<file path="src/rtl/swipe_velocity_window_defines.svh">
// assertion macros shared by the swipe velocity window rtl
// expects clk and rst_n in the scope where a macro is used
`ifndef SWIPE_VELOCITY_WINDOW_DEFINES_SVH
`define SWIPE_VELOCITY_WINDOW_DEFINES_SVH

// antecedent holds, consequent holds in the same cycle
`define SVW_ASSERT_IMPL(label, ante, cons) \
  label: assert property (@(posedge clk) disable iff (!rst_n) (ante) |-> (cons)) \
    else $error("svw: same-cycle check failed");

// antecedent holds, consequent holds in the next cycle
`define SVW_ASSERT_NEXT(label, ante, cons) \
  label: assert property (@(posedge clk) disable iff (!rst_n) (ante) |=> (cons)) \
    else $error("svw: next-cycle check failed");

// condition never seen
`define SVW_ASSERT_NEVER(label, cond) \
  label: assert property (@(posedge clk) disable iff (!rst_n) !(cond)) \
    else $error("svw: forbidden condition seen");

`endif

</file>
<file path="src/rtl/svw_pkg.sv">
// package for the swipe velocity window block
// constants, codes and the sequencer state type; no dependencies
package svw_pkg;

  localparam int RING_DEPTH_DEF = 64;
  localparam int COORD_BITS_DEF = 16;
  localparam int QUEUE_DEPTH    = 2;
  localparam int TIME_BITS      = 32;
  localparam int WIN_BITS       = 10;
  localparam int VEL_BITS       = 27;
  localparam int MS_PER_SEC     = 1000;
  localparam int CFG_DATA_BITS  = 32;
  localparam int CFG_ADDR_BITS  = 3;

  localparam logic [WIN_BITS-1:0] WINDOW_RESET = WIN_BITS'(150);

  // register index, taken from paddr above the byte offset
  localparam logic [CFG_ADDR_BITS-3:0] REG_WINDOW_MS = '0;

  // input opcodes
  localparam logic OP_MOVE    = 1'b0;
  localparam logic OP_RELEASE = 1'b1;

  typedef enum logic [3:0] {
    ST_IDLE,
    ST_TRIM,
    ST_WRITE,
    ST_RD_OLD,
    ST_DIFF,
    ST_MUL,
    ST_DIV_GO,
    ST_DIV_WAIT,
    ST_DONE
  } back_state_t;

endpackage

</file>
<file path="src/rtl/svw_if.sv">
// channel interfaces for the swipe velocity window block
// depends on svw_pkg for default widths
interface svw_in_if #(
  parameter int COORD_BITS = svw_pkg::COORD_BITS_DEF
);
  logic                         valid;
  logic                         ready;
  logic                         opcode;
  logic [svw_pkg::TIME_BITS-1:0] event_time;
  logic signed [COORD_BITS-1:0] pos_x;
  logic signed [COORD_BITS-1:0] pos_y;

  modport source (output valid, opcode, event_time, pos_x, pos_y, input ready);
  modport sink (input valid, opcode, event_time, pos_x, pos_y, output ready);
endinterface


</file>
<file path="src/rtl/svw_front.sv">
// front of the block: takes input transfers and packs them as commands
// feeds svw_queue; uses svw_pkg and svw_in_if
module svw_front #(
  parameter int COORD_BITS = svw_pkg::COORD_BITS_DEF,
  parameter int CMD_W      = 1 + svw_pkg::TIME_BITS + 2 * COORD_BITS
) (
  input  logic             clk,
  input  logic             rst_n,
  svw_in_if.sink           in_ch,
  output logic             push,
  output logic [CMD_W-1:0] push_data,
  input  logic             q_full
);

  logic             valid_r, valid_nxt;
  logic [CMD_W-1:0] cmd_r, cmd_nxt;
  logic             take;
  logic             is_release;

  assign push        = valid_r && !q_full;
  assign in_ch.ready = !valid_r || push;
  assign take        = in_ch.valid && in_ch.ready;
  assign is_release  = in_ch.opcode == svw_pkg::OP_RELEASE;
  assign push_data   = cmd_r;

  always_comb begin
    valid_nxt = valid_r;
    cmd_nxt   = cmd_r;
    if (push) begin
      valid_nxt = 1'b0;
    end
    if (take) begin
      valid_nxt = 1'b1;
      cmd_nxt   = {is_release, in_ch.event_time, in_ch.pos_x, in_ch.pos_y};
    end
  end

  always_ff @(posedge clk) begin
    if (!rst_n) begin
      valid_r <= 1'b0;
    end else begin
      valid_r <= valid_nxt;
    end
  end

  always_ff @(posedge clk) begin
    cmd_r <= cmd_nxt;
  end

endmodule

</file>
<file path="src/flat_wrapper.sv">
// flat-port wrapper written by rule: the top's interface ports become plain ports
module svw_front_flat 
#(
  parameter int COORD_BITS = svw_pkg::COORD_BITS_DEF,
  parameter int CMD_W      = 1 + svw_pkg::TIME_BITS + 2 * COORD_BITS
)
  (clk, rst_n, push, push_data, q_full, in_ch_valid, in_ch_opcode, in_ch_event_time, in_ch_pos_x, in_ch_pos_y, in_ch_ready);
  svw_in_if #(.COORD_BITS(COORD_BITS)) in_ch_i ();
  input  logic clk;
  input  logic rst_n;
  output logic push;
  output logic [CMD_W-1:0] push_data;
  input  logic q_full;
  input wire logic [$bits(in_ch_i.valid)-1:0] in_ch_valid;
  input wire logic [$bits(in_ch_i.opcode)-1:0] in_ch_opcode;
  input wire logic [$bits(in_ch_i.event_time)-1:0] in_ch_event_time;
  input wire logic [$bits(in_ch_i.pos_x)-1:0] in_ch_pos_x;
  input wire logic [$bits(in_ch_i.pos_y)-1:0] in_ch_pos_y;
  output wire logic [$bits(in_ch_i.ready)-1:0] in_ch_ready;
  assign in_ch_i.valid = in_ch_valid;
  assign in_ch_i.opcode = in_ch_opcode;
  assign in_ch_i.event_time = in_ch_event_time;
  assign in_ch_i.pos_x = in_ch_pos_x;
  assign in_ch_i.pos_y = in_ch_pos_y;
  assign in_ch_ready = in_ch_i.ready;
  svw_front #(.COORD_BITS(COORD_BITS), .CMD_W(CMD_W)) u_core (.clk(clk), .rst_n(rst_n), .in_ch(in_ch_i), .push(push), .push_data(push_data), .q_full(q_full));
endmodule
</file>
<file path="config.mk">
export PLATFORM = sky130hd
export DESIGN_NAME = svw_front_flat
export DESIGN_NICKNAME = d
export VERILOG_FILES = /design/src/rtl/swipe_velocity_window_defines.svh /design/src/rtl/svw_pkg.sv /design/src/rtl/svw_if.sv /design/src/rtl/svw_front.sv /design/src/flat_wrapper.sv
export SDC_FILE = /design/constraint.sdc
export NUM_CORES = 1
export LEC_CHECK = 0
export ABC_AREA = 1
export BUFFER_PORTS_ARGS = -buffer_cell sky130_fd_sc_hd__buf_2
export CORE_MARGIN = 4
export CORE_UTILIZATION = 44
export CTS_CLUSTER_SIZE = 24
export DETAILED_ROUTE_END_ITERATION = 16
export HOLD_SLACK_MARGIN = 0.06
export PLACE_DENSITY = 0.95
export SETUP_SLACK_MARGIN = 0.5
export SYNTH_ARGS = -nofsm -noshare
export SYNTH_HDL_FRONTEND = slang
export SYNTH_SLANG_ARGS = --single-unit
</file>
<file path="constraint.sdc">
create_clock -name clk -period 12.71 [get_ports clk]
set_input_delay 3.813 -clock clk [delete_from_list [all_inputs] [get_ports clk]]
set_output_delay 3.813 -clock clk [all_outputs]
set_load 0.02 [all_outputs]
</file>
==> results.cfg <==
[cts]
holdBufCountCts = 0
insertion_delay_ps = 320
clock_path_buffers = 2
cts_tree = done
postCtsResizedCells = 0
clock_sinks = 66
cts_max_level = 3
cts_setup_buffers = 0
path_clk_slew_ps = 60
numCtsBuffers = 9
root_buffer = clkbuf_8

[worst_setup_path]
crit_top_cell = buf_2
cp_top_family = buffers and inverters
critPathBufInv = 2
crit_chain = buf_2, nor2_1, buf_2
required_ps = 8900
worstPathArrival_ps = 4200
start_kind = input port
slowest_delay_ps = 160
critPathMaxFanout = 3
crit_path_end_kind = output port
cp_slowest_cell = buf_2
crit_type = input port to output port

[finish]
drive_gt1_frac = 0.667
final_common_cell = buf_2
final_cells = 277
nets = 289
antennaDiodeCount = 0
fin_util = 0.672
area_growth_pct = 46.7
final_cell_mix = 135 x buf_2, 65 x edfxtp_1, 9 x clkbuf_8

[timing]
clock_skew_ps = 6.31
finalCritPeriodShare = 0.630
drv_slew = 0
rsz0062_at_grt = false
max_freq_mhz = 125
max_slew_margin = 0.379
setup_viol = 0
fin_ws_ps = 4700
tightest_slew_ps = 929
setup_tns_ps = 0
finalHoldViolations = 0
fin_crit_ps = 8010

[global_route]
antenna_found_initial = 0
grt_pass1_vias = 1225
gr-total-overflow = 0
grt_max_degree = 37
track_usage = 0.153
grt_pass1_wl_um = 6020

[drt]
first_pass_iters = 3
ant_nets = 0
drt-initial-drc-count = 54
routed_via_density = 4.39
drc = 0
drt_wl_total_um = 4210
post_drt_wl_per_cell_um = 15.2
num_vias = 1215

[hold_path]
hold_class = flop to flop

[floorplanning]
coreArea_sq_mm = 0.00438
io_pins = 136
rows = 24
die_h_um = 75.5
start_util = 0.458
die_area_sq_mm = 0.00571
die-width_um = 75.5

[place]
place_ws_ps = 4700
place.port_buffers = 135
dp.cells = 261
hpwl_um = 3250
gp_congestion = 0.628

[synth]
syn_inst = 73
avgSynthCellArea_sq_um = 27.5
synth_warnings = 0
synth_top_cell_by_area = edfxtp_1
synth_top_area_frac = 0.973
syn_area_sq_mm = 0.00201
ys_seq_elements = 66
netlist_top_cells_area = edfxtp_1 97%, dfxtp_1 1.0%, inv_1 0.56%, a21oi_2 0.44%, nand2_2 0.31%
synth_cell_type_count = 7
synth_nets = 142
seq_area_frac_synth = 0.983

[power_and_ir_drop]
power.total_uw = 460
power_density_mw_per_mm2 = 156
p_leak_uw = 0.00129
ir_drop_v = 0.0000823

[outcome]
status = finished clean

[flow_run]
drv_cap = 0
per-stage QoR:
stage	area [sq um]	hold WS (ps)
2_1_floorplan	2010	540
3_3_place_gp	2770	501
3_5_place_dp	2770	518
4_1_cts	2940	529
5_1_grt	2940	549
6_report	2940	529
registers in the layout, indices dropped and copies added (netlist names):
name              cells
u_core.push_data     65
u_core.valid_r        1
path summary, 6_finish.rpt:
check             slack, ps                    to  cells past startpoint            from
setup reg to reg      10710  u_core.push_data[23]                      2  u_core.valid_r
hold reg to reg         530        u_core.valid_r                      2  u_core.valid_r
hold / removal          530        u_core.valid_r                      2  u_core.valid_r
setup / recovery       4700                  push                      3          q_full
tightest hold or removal path, delay by kind of cell, from the launching register on:
| kind | cells | cell delay (ps) |
|---|---|---|
| AO/OA/AOI/OAI | 1 | 50 |
| flip-flops | 1 | 350 |
| AND/OR/NAND/NOR | 1 | 80 |
layout make-up:
class | count | area, sq um
tap | 52 | 65.1
timing repair buffer | 136 | 683
clock inverter | 4 | 42.5
clock buffer | 12 | 135
sequential | 66 | 1970
fill | 312 | 1440
inverter | 3 | 11.3
multi-input combinational | 4 | 35.0
report_power, final:
part	switching (uW)	total [uW]	internal (uW)	leakage [uW]
Combinational	28.5	44.3	15.8	0.000559
Clock	69.2	158	89.2	0.0000894
Sequential	2.84	257	254	0.000637
Total	101	460	359	0.00129
Yosys cell counts, drive strengths merged:
master	n
nor2	1
edfxtp	65
dfxtp	1
a21oi	2
inv	3
nand2	1
logic make-up (layout without fill, tap and decap cells):
| family | after synthesis | count (layout) | share of synthesized area |
|---|---|---|---|
| flops | 66 | 66 | 0.983 |
| buf+inv | 3 | 155 | 0.00561 |
| compound gates | 2 | 2 | 0.00686 |
| simple gates | 2 | 2 | 0.00499 |
metal layers:
layer,share of wire,vias up,global-route usage
met5,0,-,0
met4,0.012,0,0.0816
met3,0.15,4,0.0844
met2,0.50,84,0.239
met1,0.34,545,0.167
li1,-,582,-
Power figures use the tool's default switching activity.
