==> src/rtl/swipe_velocity_window_defines.svh <==
// assertion macros shared by the swipe velocity window rtl
// expects clk and rst_n in the scope where a macro is used
`ifndef SWIPE_VELOCITY_WINDOW_DEFINES_SVH
`define SWIPE_VELOCITY_WINDOW_DEFINES_SVH

// antecedent holds, consequent holds in the same cycle
`define SVW_ASSERT_IMPL(label, ante, cons) \
  label: assert property (@(posedge clk) disable iff (!rst_n) (ante) |-> (cons)) \
    else $error("svw: same-cycle check failed");

// antecedent holds, consequent holds in the next cycle
`define SVW_ASSERT_NEXT(label, ante, cons) \
  label: assert property (@(posedge clk) disable iff (!rst_n) (ante) |=> (cons)) \
    else $error("svw: next-cycle check failed");

// condition never seen
`define SVW_ASSERT_NEVER(label, cond) \
  label: assert property (@(posedge clk) disable iff (!rst_n) !(cond)) \
    else $error("svw: forbidden condition seen");

`endif

==> src/rtl/svw_pkg.sv <==
// package for the swipe velocity window block
// constants, codes and the sequencer state type; no dependencies
package svw_pkg;

  localparam int RING_DEPTH_DEF = 64;
  localparam int COORD_BITS_DEF = 16;
  localparam int QUEUE_DEPTH    = 2;
  localparam int TIME_BITS      = 32;
  localparam int WIN_BITS       = 10;
  localparam int VEL_BITS       = 27;
  localparam int MS_PER_SEC     = 1000;
  localparam int CFG_DATA_BITS  = 32;
  localparam int CFG_ADDR_BITS  = 3;

  localparam logic [WIN_BITS-1:0] WINDOW_RESET = WIN_BITS'(150);

  // register index, taken from paddr above the byte offset
  localparam logic [CFG_ADDR_BITS-3:0] REG_WINDOW_MS = '0;

  // input opcodes
  localparam logic OP_MOVE    = 1'b0;
  localparam logic OP_RELEASE = 1'b1;

  typedef enum logic [3:0] {
    ST_IDLE,
    ST_TRIM,
    ST_WRITE,
    ST_RD_OLD,
    ST_DIFF,
    ST_MUL,
    ST_DIV_GO,
    ST_DIV_WAIT,
    ST_DONE
  } back_state_t;

endpackage

==> src/rtl/svw_queue.sv <==
// short command queue between the front and the back of the block
// register fifo; uses svw_pkg and the assertion macros
`include "swipe_velocity_window_defines.svh"

module svw_queue #(
  parameter int WIDTH = 65,
  parameter int DEPTH = svw_pkg::QUEUE_DEPTH
) (
  input  logic             clk,
  input  logic             rst_n,
  input  logic             push,
  input  logic [WIDTH-1:0] push_data,
  output logic             full,
  input  logic             pop,
  output logic [WIDTH-1:0] pop_data,
  output logic             empty
);

  localparam int PW = (DEPTH > 1) ? $clog2(DEPTH) : 1;
  localparam int CW = $clog2(DEPTH + 1);

  logic [WIDTH-1:0] slots_r [DEPTH];
  logic [PW-1:0]    wr_ptr_r, wr_ptr_nxt;
  logic [PW-1:0]    rd_ptr_r, rd_ptr_nxt;
  logic [CW-1:0]    cnt_r, cnt_nxt;

  assign full     = cnt_r == CW'(DEPTH);
  assign empty    = cnt_r == '0;
  assign pop_data = slots_r[rd_ptr_r];

  always_comb begin
    wr_ptr_nxt = wr_ptr_r;
    rd_ptr_nxt = rd_ptr_r;
    cnt_nxt    = cnt_r;
    if (push) begin
      wr_ptr_nxt = (wr_ptr_r == PW'(DEPTH - 1)) ? '0 : wr_ptr_r + 1'b1;
    end
    if (pop) begin
      rd_ptr_nxt = (rd_ptr_r == PW'(DEPTH - 1)) ? '0 : rd_ptr_r + 1'b1;
    end
    if (push && !pop) begin
      cnt_nxt = cnt_r + 1'b1;
    end else if (pop && !push) begin
      cnt_nxt = cnt_r - 1'b1;
    end
  end

  always_ff @(posedge clk) begin
    if (!rst_n) begin
      wr_ptr_r <= '0;
      rd_ptr_r <= '0;
      cnt_r    <= '0;
    end else begin
      wr_ptr_r <= wr_ptr_nxt;
      rd_ptr_r <= rd_ptr_nxt;
      cnt_r    <= cnt_nxt;
    end
  end

  always_ff @(posedge clk) begin
    if (push) begin
      slots_r[wr_ptr_r] <= push_data;
    end
  end

  `SVW_ASSERT_NEVER(a_no_overflow, push && full)
  `SVW_ASSERT_NEVER(a_no_underflow, pop && empty)

endmodule

==> config.mk <==
export PLATFORM = sky130hd
export DESIGN_NAME = svw_queue
export DESIGN_NICKNAME = d
export VERILOG_FILES = /design/src/rtl/svw_pkg.sv /design/src/rtl/svw_queue.sv
export VERILOG_INCLUDE_DIRS = /design/src /design/src/rtl
export SDC_FILE = /design/constraint.sdc
export NUM_CORES = 1
export LEC_CHECK = 0
export BUFFER_PORTS_ARGS = -buffer_cell sky130_fd_sc_hd__buf_2
export CAP_MARGIN = 40
export CORE_MARGIN = 2
export CORE_UTILIZATION = 45
export DETAILED_ROUTE_END_ITERATION = 8
export GPL_TIMING_DRIVEN = 0
export MAX_ROUTING_LAYER = met4
export PLACE_DENSITY = 0.7
export SETUP_SLACK_MARGIN = 0.1
export SLEW_MARGIN = 20
export SYNTH_ARGS = -nofsm -noshare
export SYNTH_HDL_FRONTEND = slang
export SYNTH_SLANG_ARGS = --single-unit
==> constraint.sdc <==
create_clock -name clk -period 9.6 [get_ports clk]
set_clock_uncertainty 0.1 [all_clocks]
set_input_delay 1.44 -clock clk [delete_from_list [all_inputs] [get_ports clk]]
set_output_delay 1.44 -clock clk [all_outputs]
set_load 0.03 [all_outputs]
==> results list <==
- Transition time at the pin with the least slew margin: 514 ps
- Sequential cell area fraction in the yosys report: 81.3%
- The first global-routing pass estimated 12.7 mm of wire.
- Relative to the synthesized area, the layout overhead comes to 30.1%.
- Most used flip-flop cell after synthesis: sky130_fd_sc_hd__edfxtp_1
* Critical setup path kind: flop to output port
- Routability congestion estimate from global placement: 0.674
- For this run, the slowest stage of the critical path takes 350 ps.
- Library cell occupying the most area in the post-synthesis netlist: sky130_fd_sc_hd__edfxtp_1
- The portion of synthesized area spent on multiplexers is 14.9%.
- Synthesis inferred 135 register bits.
* Horizontal extent of the die: 109 um
* Vias in the first global route: 2576
* Antenna cell count: 0
- TritonCTS built the clock tree.
- The core region is 0.0107 mm2.
- Count of boundary I/O pins: 136
- After synthesis, the share of flip-flops with an asynchronous set or reset is 0%.
- Sort of element at the start of the critical path: flop
- Final period demand of the worst path: 3300 ps
- The flow ran to the end, and the final reports show no timing, DRC or antenna violations.
- Entering global routing, the biggest net connects 35 pins.
* Most frequent cells in the layout: sky130_fd_sc_hd__buf_2 (136), sky130_fd_sc_hd__edfxtp_1 (130), sky130_fd_sc_hd__mux2_2 (65), sky130_fd_sc_hd__clkbuf_16 (16), sky130_fd_sc_hd__clkinv_2 (6)
- Counting flops with a built-in enable in the synthesized netlist gives 130.
* HPWL after detailed placement: 5.67 mm
* Gr ovfl total: 0
- The endpoint identified for the worst register-to-register timing path is slots_r[1][35].
* Net Count, Synth: 294
* Worst ir drop on vdd: 145 uV
- Hold buffers post-CTS: 0
- Setup violations remaining at the end of the flow were counted as 0.
* Port-buffer cells: 135
- Clk_lat worst skew: 500 ps
- Global routing used 15.3% of the available tracks across all layers.
- Postcts setup bufs: 0
- Total power density per cell area: 228 mW/mm2
* Max Cap Viol: 0
* Number of vias in the routed layout: 2542
- Placed cell areas: 0.00587 mm2
* Max-slew violations: 0
- The startpoint identified for the worst register-to-register timing path is wr_ptr_r.
- Number of design-rule violations left by the first detailed-router iteration: 102
* FMAX: 303 MHz
- Effective utilization at floorplan: 45.8%
- The number of antenna violations at the first check in global routing was 0.
* Setup repair after global routing missed its margin: no
* Yosys Warn Count: 0
- The synthesized netlist devotes 0.407% of its cell area to compound gates.
* CP endpoint kind: output port
- For this design the static power due to leakage is 2.44 nW.
- Leaving out fill and tap cells, the most frequent cell in the layout is sky130_fd_sc_hd__buf_2.
- The tree built by TritonCTS fans out to 135 sinks.
* Slowest-stage cell, CP: sky130_fd_sc_hd__mux2_2
- Initial DRT Pass Iterations: 4
- The worst hold path terminates at cnt_r[1].
- Synth area leaders: sky130_fd_sc_hd__edfxtp_1 (79%), sky130_fd_sc_hd__mux2_2 (15%), sky130_fd_sc_hd__dfxtp_1 (2.0%)
* Share of cells above drive strength 1: 60.8%
* Cell-by-cell trace of the critical path: buf_4 > buf_6 > mux2_2 > buf_2
* H-tree levels: 4
- Cells resized by post-CTS repair: 0
* Hold Crit Start: cnt_r[1]
- TritonCTS buffer count: 17
- Clk buf depth: 2
- Along the worst hold path, the cell count comes to 2.
* Cell family with most CP delay: buffers and inverters
- Fraction of synthesized cell area in xor and xnor cells: 0.534%
- Reg2reg path depth: 2
- Setup TNS Final: 0 ps
- After Yosys synthesis, full adders, half adders and majority gates account for 0.254% of the synthesized area.
- Ratio of final minimum period to clock period: 34.4%
- The number of different library cells used by synthesis comes to 18.
- Measured along the y axis, the die boundary spans 109 um.
* Final std cell area, no fill: 0.00641 mm2
- Detail Route Antenna Nets: 0
- The number of endpoints with negative hold slack in the final report was 0.
* Critical path fanouts, max: 10
- Average via count per standard cell: 4.75
- By area, the combinational part of the netlist is dominated by multiplexers.
- Net total in the final layout: 452
- Worst R2R Setup Slack: 7990 ps
* DRC viols: 0
- Buf/Inv on CP: 3
* Clock root buffer: sky130_fd_sc_hd__clkbuf_8
- Count of mapped cells out of synthesis: 224
* Average footprint of a synthesized cell: 22.0 um2
* Clock Pin Slew Worst Setup and Hold Paths: 60 ps
- Detailed Route WL: 8.65 mm
* Syn Std Cell Area: 0.00492 mm2
- Average detailed-routed wire length per instance: 16.2 um
- The top cell type by area accounts for 79.3% of the synthesized area.
* Worst path required time: 8060 ps
- Class of the worst hold path: flop to flop
* Number of cell rows: 38
- Max_slew headroom: 65.8%
* Die Area: 0.0118 mm2
- Arr. time, crit path: 1760 ps
- The synthesized netlist devotes 1.14% of its cell area to simple gates.
==> per-layer routing <==
layer  wire (um)  track usage (%)
met4         101             6.41
met1        3560             16.7
met2        4430             24.9
met5           0                -
met3         551             6.15
==> synthesized netlist by cell type, types with 2 or more instances <==
library cell                 n
sky130_fd_sc_hd__dfxtp_1     5
sky130_fd_sc_hd__buf_6       5
sky130_fd_sc_hd__and2_1      4
sky130_fd_sc_hd__mux2_2     65
sky130_fd_sc_hd__xor2_1      2
sky130_fd_sc_hd__nor2b_1     2
sky130_fd_sc_hd__edfxtp_1  130
==> worst max-delay path by stage <==
stage | cells past startpoint | to
final | 4 | pop_data[38]
after global routing | 4 | pop_data[38]
after CTS | 4 | pop_data[38]
after detailed placement | 4 | pop_data[38]
after global placement | 2 | slots_r[0][18]
after floorplan | 1 | slots_r[0][0]
==> power breakdown <==
part	total (W)	leakage, nW	switching [W]	internal (W)
combinational	0.000186	0.918	0.000114	0.0000714
sequential	0.000688	1.26	0.00000775	0.000681
clock	0.000586	0.265	0.000224	0.000362
total	0.00146	2.44	0.000346	0.00111
==> area by class of cell <==
cell class / count / area (um2)
Clock buffer: 19 / 422
Timing Repair Buffer: 139 / 763
Fill cell: 870 / 4340
Multi-Input combinational cell: 81 / 857
Sequential cell: 135 / 4000
Clock inverter: 13 / 113
Tap cell: 140 / 175
Buffer: 7 / 68.8
Inverter: 1 / 3.75
==> sequential cells by signal, indices dropped and copies added (netlist names), named ones only <==
signal and count:
rd_ptr_r 1, slots_r 130, cnt_r 2, wr_ptr_r 1
==> worst min-delay path, cell delays in order (launching register included) <==
cell and delay (ps):
sky130_fd_sc_hd__dfxtp_1 330, sky130_fd_sc_hd__o21ai_0 80, sky130_fd_sc_hd__a21boi_1 60
==> cells by family after synthesis <==
logic type | after synthesis
buf+inv | 8
fa+ha+maj | 1
simple gates | 9
xor+xnor | 3
flops | 135
compound gates | 3
mux | 65
==> per-stage QoR <==
| step | hold slack, ps | power [W] | instances | worst slack, ps | util, % |
|---|---|---|---|---|---|
| after global routing | 446 | 0.00151 | 535 | 6190 | 59.6 |
| final | 417 | 0.00146 | 535 | 6300 | 59.6 |
| after detailed placement | 408 | 0.000889 | 503 | 6790 | 54.6 |
| after global placement | 377 | 0.000881 | 499 | 2760 | 53.7 |
| after CTS | 417 | 0.00148 | 535 | 6240 | 59.6 |
| after floorplan | 366 | 0.000826 | 224 | 4670 | - |
No activity file was read; power rests on OpenSTA's default activity.
